===== src/pdes_pkg.sv =====
package pdes_pkg;

    localparam int CFG_INDEX_BITS = 3;
    localparam int DRAG_BITS      = 24;
    localparam int DRAG_SHIFT     = 24;

    localparam logic [CFG_INDEX_BITS-1:0] REG_STEP_TIME   = 3'd0;
    localparam logic [CFG_INDEX_BITS-1:0] REG_DRAG_FACTOR = 3'd1;
    localparam logic [CFG_INDEX_BITS-1:0] REG_TARGET_X    = 3'd2;
    localparam logic [CFG_INDEX_BITS-1:0] REG_TARGET_Y    = 3'd3;
    localparam logic [CFG_INDEX_BITS-1:0] REG_TOLERANCE   = 3'd4;

    localparam logic CMD_LAUNCH = 1'b0;
    localparam logic CMD_STEP   = 1'b1;

    typedef enum logic [4:0] {
        OP_NONE,
        OP_ACCEPT,
        OP_MUL_VXX,
        OP_MUL_VYY,
        OP_SQ_INIT,
        OP_SQRT_STEP,
        OP_MUL_KS,
        OP_K,
        OP_MUL_KDT,
        OP_KDT,
        OP_MUL_DX,
        OP_DX,
        OP_MUL_DY,
        OP_DY,
        OP_MUL_G,
        OP_G,
        OP_VEL,
        OP_MUL_PX,
        OP_PX,
        OP_MUL_PY,
        OP_PY,
        OP_EMIT
    } dp_op_t;

    typedef struct packed {
        dp_op_t op;
        logic   command;
    } dp_cmd_t;

endpackage


===== src/pdes_ctrl.sv =====
module pdes_ctrl #(
    parameter int WORD_BITS = 32
) (
    input  logic              clk,
    input  logic              rst_n,
    input  logic              in_valid,
    input  logic              in_command,
    output logic              in_ready,
    input  logic              out_ready,
    output logic              out_valid,
    output pdes_pkg::dp_cmd_t dp_cmd
);

    localparam int CNT_BITS = $clog2(WORD_BITS + 1);

    typedef enum logic [4:0] {
        S_IDLE, S_MVXX, S_MVYY, S_SQI, S_SQS, S_MKS, S_K, S_MKDT, S_KDT,
        S_MDX, S_DX, S_MDY, S_DY, S_MG, S_G, S_VEL, S_MPX, S_PX, S_MPY, S_PY, S_FIN
    } state_t;

    state_t              state_reg, state_next;
    logic [CNT_BITS-1:0] cnt_reg, cnt_next;
    logic                out_valid_reg, out_valid_next;
    logic                accept;
    logic                emit;

    assign in_ready  = (state_reg == S_IDLE);
    assign accept    = in_valid && in_ready;
    assign emit      = (state_reg == S_FIN) && (!out_valid_reg || out_ready);
    assign out_valid = out_valid_reg;

    always_comb
    begin
        dp_cmd.command = in_command;
        unique case (state_reg)
            S_IDLE:  dp_cmd.op = accept ? pdes_pkg::OP_ACCEPT : pdes_pkg::OP_NONE;
            S_MVXX:  dp_cmd.op = pdes_pkg::OP_MUL_VXX;
            S_MVYY:  dp_cmd.op = pdes_pkg::OP_MUL_VYY;
            S_SQI:   dp_cmd.op = pdes_pkg::OP_SQ_INIT;
            S_SQS:   dp_cmd.op = pdes_pkg::OP_SQRT_STEP;
            S_MKS:   dp_cmd.op = pdes_pkg::OP_MUL_KS;
            S_K:     dp_cmd.op = pdes_pkg::OP_K;
            S_MKDT:  dp_cmd.op = pdes_pkg::OP_MUL_KDT;
            S_KDT:   dp_cmd.op = pdes_pkg::OP_KDT;
            S_MDX:   dp_cmd.op = pdes_pkg::OP_MUL_DX;
            S_DX:    dp_cmd.op = pdes_pkg::OP_DX;
            S_MDY:   dp_cmd.op = pdes_pkg::OP_MUL_DY;
            S_DY:    dp_cmd.op = pdes_pkg::OP_DY;
            S_MG:    dp_cmd.op = pdes_pkg::OP_MUL_G;
            S_G:     dp_cmd.op = pdes_pkg::OP_G;
            S_VEL:   dp_cmd.op = pdes_pkg::OP_VEL;
            S_MPX:   dp_cmd.op = pdes_pkg::OP_MUL_PX;
            S_PX:    dp_cmd.op = pdes_pkg::OP_PX;
            S_MPY:   dp_cmd.op = pdes_pkg::OP_MUL_PY;
            S_PY:    dp_cmd.op = pdes_pkg::OP_PY;
            S_FIN:   dp_cmd.op = emit ? pdes_pkg::OP_EMIT : pdes_pkg::OP_NONE;
            default: dp_cmd.op = pdes_pkg::OP_NONE;
        endcase
    end

    always_comb
    begin
        state_next = state_reg;
        cnt_next   = cnt_reg;
        unique case (state_reg)
            S_IDLE:
            begin
                if (accept)
                    state_next = (in_command == pdes_pkg::CMD_STEP) ? S_MVXX : S_FIN;
            end
            S_MVXX:  state_next = S_MVYY;
            S_MVYY:  state_next = S_SQI;
            S_SQI:
            begin
                state_next = S_SQS;
                cnt_next   = '0;
            end
            S_SQS:
            begin
                cnt_next = cnt_reg + CNT_BITS'(1);
                if (cnt_reg == CNT_BITS'(WORD_BITS - 1))
                    state_next = S_MKS;
            end
            S_MKS:   state_next = S_K;
            S_K:     state_next = S_MKDT;
            S_MKDT:  state_next = S_KDT;
            S_KDT:   state_next = S_MDX;
            S_MDX:   state_next = S_DX;
            S_DX:    state_next = S_MDY;
            S_MDY:   state_next = S_DY;
            S_DY:    state_next = S_MG;
            S_MG:    state_next = S_G;
            S_G:     state_next = S_VEL;
            S_VEL:   state_next = S_MPX;
            S_MPX:   state_next = S_PX;
            S_PX:    state_next = S_MPY;
            S_MPY:   state_next = S_PY;
            S_PY:    state_next = S_FIN;
            S_FIN:
            begin
                if (emit)
                    state_next = S_IDLE;
            end
            default: state_next = S_IDLE;
        endcase
    end

    always_comb
    begin
        if (emit)
            out_valid_next = 1'b1;
        else if (out_ready)
            out_valid_next = 1'b0;
        else
            out_valid_next = out_valid_reg;
    end

    always_ff @(posedge clk or negedge rst_n)
    begin
        if (!rst_n)
        begin
            state_reg     <= S_IDLE;
            cnt_reg       <= '0;
            out_valid_reg <= 1'b0;
        end
        else
        begin
            state_reg     <= state_next;
            cnt_reg       <= cnt_next;
            out_valid_reg <= out_valid_next;
        end
    end

endmodule


===== config.mk =====
export PLATFORM = sky130hd
export DESIGN_NAME = pdes_ctrl
export DESIGN_NICKNAME = d
export VERILOG_FILES = /design/src/pdes_pkg.sv /design/src/pdes_ctrl.sv
export SDC_FILE = /design/constraint.sdc
export NUM_CORES = 1
export LEC_CHECK = 0
export ABC_CLOCK_PERIOD_IN_PS = 1900
export BUFFER_PORTS_ARGS = -buffer_cell sky130_fd_sc_hd__buf_2
export CORE_MARGIN = 2
export CORE_UTILIZATION = 54
export CTS_CLUSTER_SIZE = 24
export DETAILED_ROUTE_END_ITERATION = 10
export PLACE_DENSITY = 0.88
export SYNTH_ARGS = -nofsm -noshare
export SYNTH_HDL_FRONTEND = slang
export SYNTH_SLANG_ARGS = --single-unit

===== constraint.sdc =====
create_clock -name clk -period 1.9 [get_ports clk]
set_input_delay 0.285 -clock clk [delete_from_list [all_inputs] [get_ports clk]]
set_output_delay 0.285 -clock clk [all_outputs]
set_load 0.01 [all_outputs]

After elaboration in Yosys (flattened, before gate mapping)
Index checks and enable logic that the tools add are counted.

Memory bits (writable): 0. Bits in latches: 0. Bits in read-only memories: 0. Memories: 0. Flip-flop bits (word level): 12.

Multiplexer cells: 11. Div/mod/pow operators: 0. Reduce and logical (&&, ||, !) cells: 8. Shift-type cells: 0. Multipliers: 0. Add/sub/neg operators: 1. Magnitude comparators: 0. Bitwise operators: 0. Equal/unequal tests: 24.

Operators by type and width (number): $pmux W5 S21 (2); $eq A5 B4 Y1 const B (8); $eq A5 B5 Y1 const B (5); $mux W5 (5); $eq A5 B3 Y1 const B (4); $pmux W6 S2 (1); $eq A5 B2 Y1 const B (2); $add A6 B1 Y6 const B (1); $eq A6 B5 Y1 const B (1); $eq A5 B1 Y1 const B (1); $logic_not A5 Y1 (1); $ne A2 B2 Y1 const B (2); $reduce_bool A2 Y1 (2); $mux W1 (3); $reduce_and A3 Y1 (1); $logic_and A1 B1 Y1 (2); $ne A2 B1 Y1 const B (1); $logic_not A1 Y1 (1); $logic_or A1 B1 Y1 (1).

Depth between registers and ports, before layout
Word-level depth: 5. Gate-level depth with buffers: 6. Gate-level depth less buffers: 5.

Least setup slack after synthesis
OpenSTA, ideal clock, no wires.

Path kind: reg-to-output. From: register state_reg[4]. To: output dp_cmd[1] (netlist bit). Cell stages (with the launch flop): 6. Path buffers: 1. Data arrival time: 1.143 ns. Slack: 0.472 ns. Cells stage by stage: dfrtp_1 -> clkbuf_2 -> nor2_4 -> nand2_1 -> nor2_1 -> a22o_1.

RTL lines: from (decl) (line pdes_ctrl.sv:21) `state_t state_reg, state_next;`; from (signal assigned) (line pdes_ctrl.sv:128) `state_reg <= state_next;`; to (decl) (line pdes_ctrl.sv:11) `output pdes_pkg::dp_cmd_t dp_cmd`.

==> metrics.md <==
| Metric | Value |
|---|---|
| Longest Clk Path Bufs | `2` |
| Layout cells sized above 1 | `24.5%` |
| ANT cells | `0` |
| First-pass GRT wire length | `2.94 mm` |
| Top cell type's share of synthesized area | `36.8%` |
| Yosys warns | `0` |
| Fmax | `561 MHz` |
| Largest net degree at the start of global routing | `17` |
| DIE WIDTH | `42.9 microns` |
| Placed cell area | `846 sq um` |
| Routed Antenna Nets | `0` |
| Total routed wirelength | `1.69 mm` |
| HPWL after DPL | `1.24 mm` |
| DRC errors left | `0` |
| Max reg flops | `6` |
| Clock power share | `30.2%` |
| CP Class | `register to output pin` |
| Syn Area/Cell | `8.69 sq um` |
| H-tree depth | `1` |
| Num CTS Buffers | `3` |
| Leak | `0.416 nW` |
| Switching Fraction | `27.3%` |
| Worst Path Buf+Inv | `1` |
| CP Capture Type | `output pin` |
| Slew Viols, Final | `0` |
| HP Class | `primary input to async pin` |
| Die area | `1840 sq um` |
| CTS clk-pin slew, worst paths | `0.07 ns` |
| Cell area power density | `574 nW/um^2` |
| # rows | `14` |
| Sw power | `0.139 mW` |
| DRT iter0 DRCs | `30` |
| Sequential fraction of the synthesis area | `36.8%` |
| Status | `finished clean` |
| Seq pwr share | `53.8%` |
| Post-synth top area cell | `dfrtp_1` |
| Cell-internal power | `0.372 mW` |
| Min Tclk post-route | `1.78 ns` |
| Setup Buffers After CTS | `0` |
| CORE AREA | `1450 sq um` |
| Syn Nets | `100` |
| Crit-path max cell delay | `0.52 ns` |
| Area contributors post-synth | `dfrtp_1, o21ai_0, nor2_1, nand3_1, nand2_1` |
| Design area | `891 sq um` |
| Setup crit start kind | `register` |
| Nets | `110` |
| VDD IR max | `0.345 mV` |
| Gpl congestion | `0.825` |
| CTS tree | `built` |
| Rel. slew slack | `76.7%` |
| P&R area growth vs syn | `9.04%` |
| Most common library cells after synthesis | `dfrtp_1, nor2_1, nand2_1, o21ai_0, nand3_1` |
| # port buffers | `12` |
| Gr ovfl total | `0` |
| Tightest Pin Transition | `0.348 ns` |
| Total of max-cap violations | `0` |
| Setup-failing EPs final | `0` |
| Starting Density | `56.2%` |
| Initial antenna violation count | `0` |
| Via Count | `728` |
| Root Buffer | `clkbuf_4` |
| Vias/cell | `6.17` |
| Netlist cell types | `41` |
| Period utilisation layout | `93.7%` |
| Final worst clock skew | `0.00256 ns` |
| RSZ-0062 raised after global routing | `no` |
| Final-report hold violation count | `0` |
| Synth Cell Area | `817 sq um` |
| #FFs+latches synth | `12` |
| Slowest cell on crit path | `dfrtp_2` |
| Vias in the first global route | `669` |
| Worst path cell trace | `nor2_4 > nand2_1 > nor2_1 > a22o_1 > buf_2` |
| Crit-path max FO | `16` |
| Top-Level Pins | `13` |
| Clk sink count | `12` |
| DR WL/cell | `14.3 microns` |
| Setup TNS | `0 ns` |
| Crit path max-delay family | `flip-flops` |
| Drt pass-1 iters | `7` |
| Crit path DAT | `1.50 ns` |
| Clock latency on the worst-skew pair | `0.27 ns` |
| Comb pwr share | `15.9%` |
| Worst endpoint required time | `1.62 ns` |
| Cell with the most instances after synthesis | `dfrtp_1` |
| Gr usage total | `21.5%` |
| Main synth FF type | `dfrtp_1` |
| Mapped Cells | `94` |
| DIE HEIGHT | `42.9 microns` |
| Post-synth EDFFs | `0` |
| Asr flop ratio synth | `100%` |
## placed cells by master, fill, tap and decap left out, types with 3 or more instances in the layout
cell,instances
inv_1,4
buf_2,12
nand2_1,6
nor3b_1,3
dfrtp_2,4
dfrtp_1,8
a21oi_1,3
clkbuf_4,3
nor2_1,7
nand3_1,5
o21ai_0,6
nor3_1,3
## cell families (layout without fill, tap and decap cells)
kind of cell / count (synthesis) / after routing / share of synthesized area, %
DFF: 12 / 12 / 36.8
AOI/OAI and AO/OA: 27 / 27 / 23.0
muxes: 1 / 1 / 1.23
adders and majority gates: 1 / 1 / 1.53
xor gates and xnor gates: 4 / 4 / 4.29
buffers and inverters: 12 / 20 / 8.11
and+or+nand+nor: 37 / 37 / 25.1
## final timing paths
path / start / end / slack (ns) / depth (start not counted)
worst max-delay path: state_reg[4]$_DFFE_PN0P_ / dp_cmd[1] / 0.12 / 5
worst min register to register: cnt_reg[0]$_DFFE_PN0P_ / cnt_reg[0]$_DFFE_PN0P_ / 0.53 / 1
worst max register to register: cnt_reg[0]$_DFFE_PN0P_ / state_reg[0]$_DFFE_PN0P_ / 0.35 / 5
max in group asynchronous: rst_n / state_reg[1]$_DFFE_PN0P_ / 1.23 / 2
worst min-delay path: rst_n / state_reg[3]$_DFFE_PN0P_ / 0.42 / 2
min in group clk: out_ready / out_valid$_DFFE_PN0P_ / 0.42 / 3
## per-layer routing
| layer | track usage (%) | share of wire [%] |
|---|---|---|
| met5 | 0 | 0 |
| met4 | 11.3 | 1.4 |
| met3 | 2.55 | 4.6 |
| met2 | 33.0 | 49 |
| met1 | 29.4 | 44 |
## power by group through the flow
stage                     clock network [mW]  registers [mW]  logic (mW)
after floorplan                            0           0.268      0.0667
after global placement                     0           0.278      0.0770
after detailed placement                   0           0.278      0.0789
after CTS                              0.159           0.274      0.0810
after global routing                   0.172           0.277      0.0910
final                                  0.154           0.275      0.0814
## area by class of cell
type | count | area (sq um)
tap | 16 | 20.0
multi-input combinational | 70 | 458
fill | 126 | 563
sequential | 12 | 305
inverter | 4 | 15.0
timing repair buffer | 13 | 70.1
clock buffer | 3 | 22.5
## what timing repair did
action,in CTS,in global routing
hold endpoints to repair,12,0
resized for setup,1,5
setup endpoints to repair,1,4
hold buffers,1,0
cloned,0,0
## stage by stage
step	hold WS, ns	util, %	setup WS [ns]	std cells	power (mW)
after floorplan	-0.0106	-	0.472	94	0.334
after global placement	0.177	58.2	0.319	114	0.355
after detailed placement	0.182	58.2	0.276	114	0.357
after CTS	0.414	60.6	0.0173	118	0.514
after global routing	0.430	61.3	0.0139	118	0.540
final	0.424	61.3	0.119	118	0.511
Power figures use the tool's default switching activity.
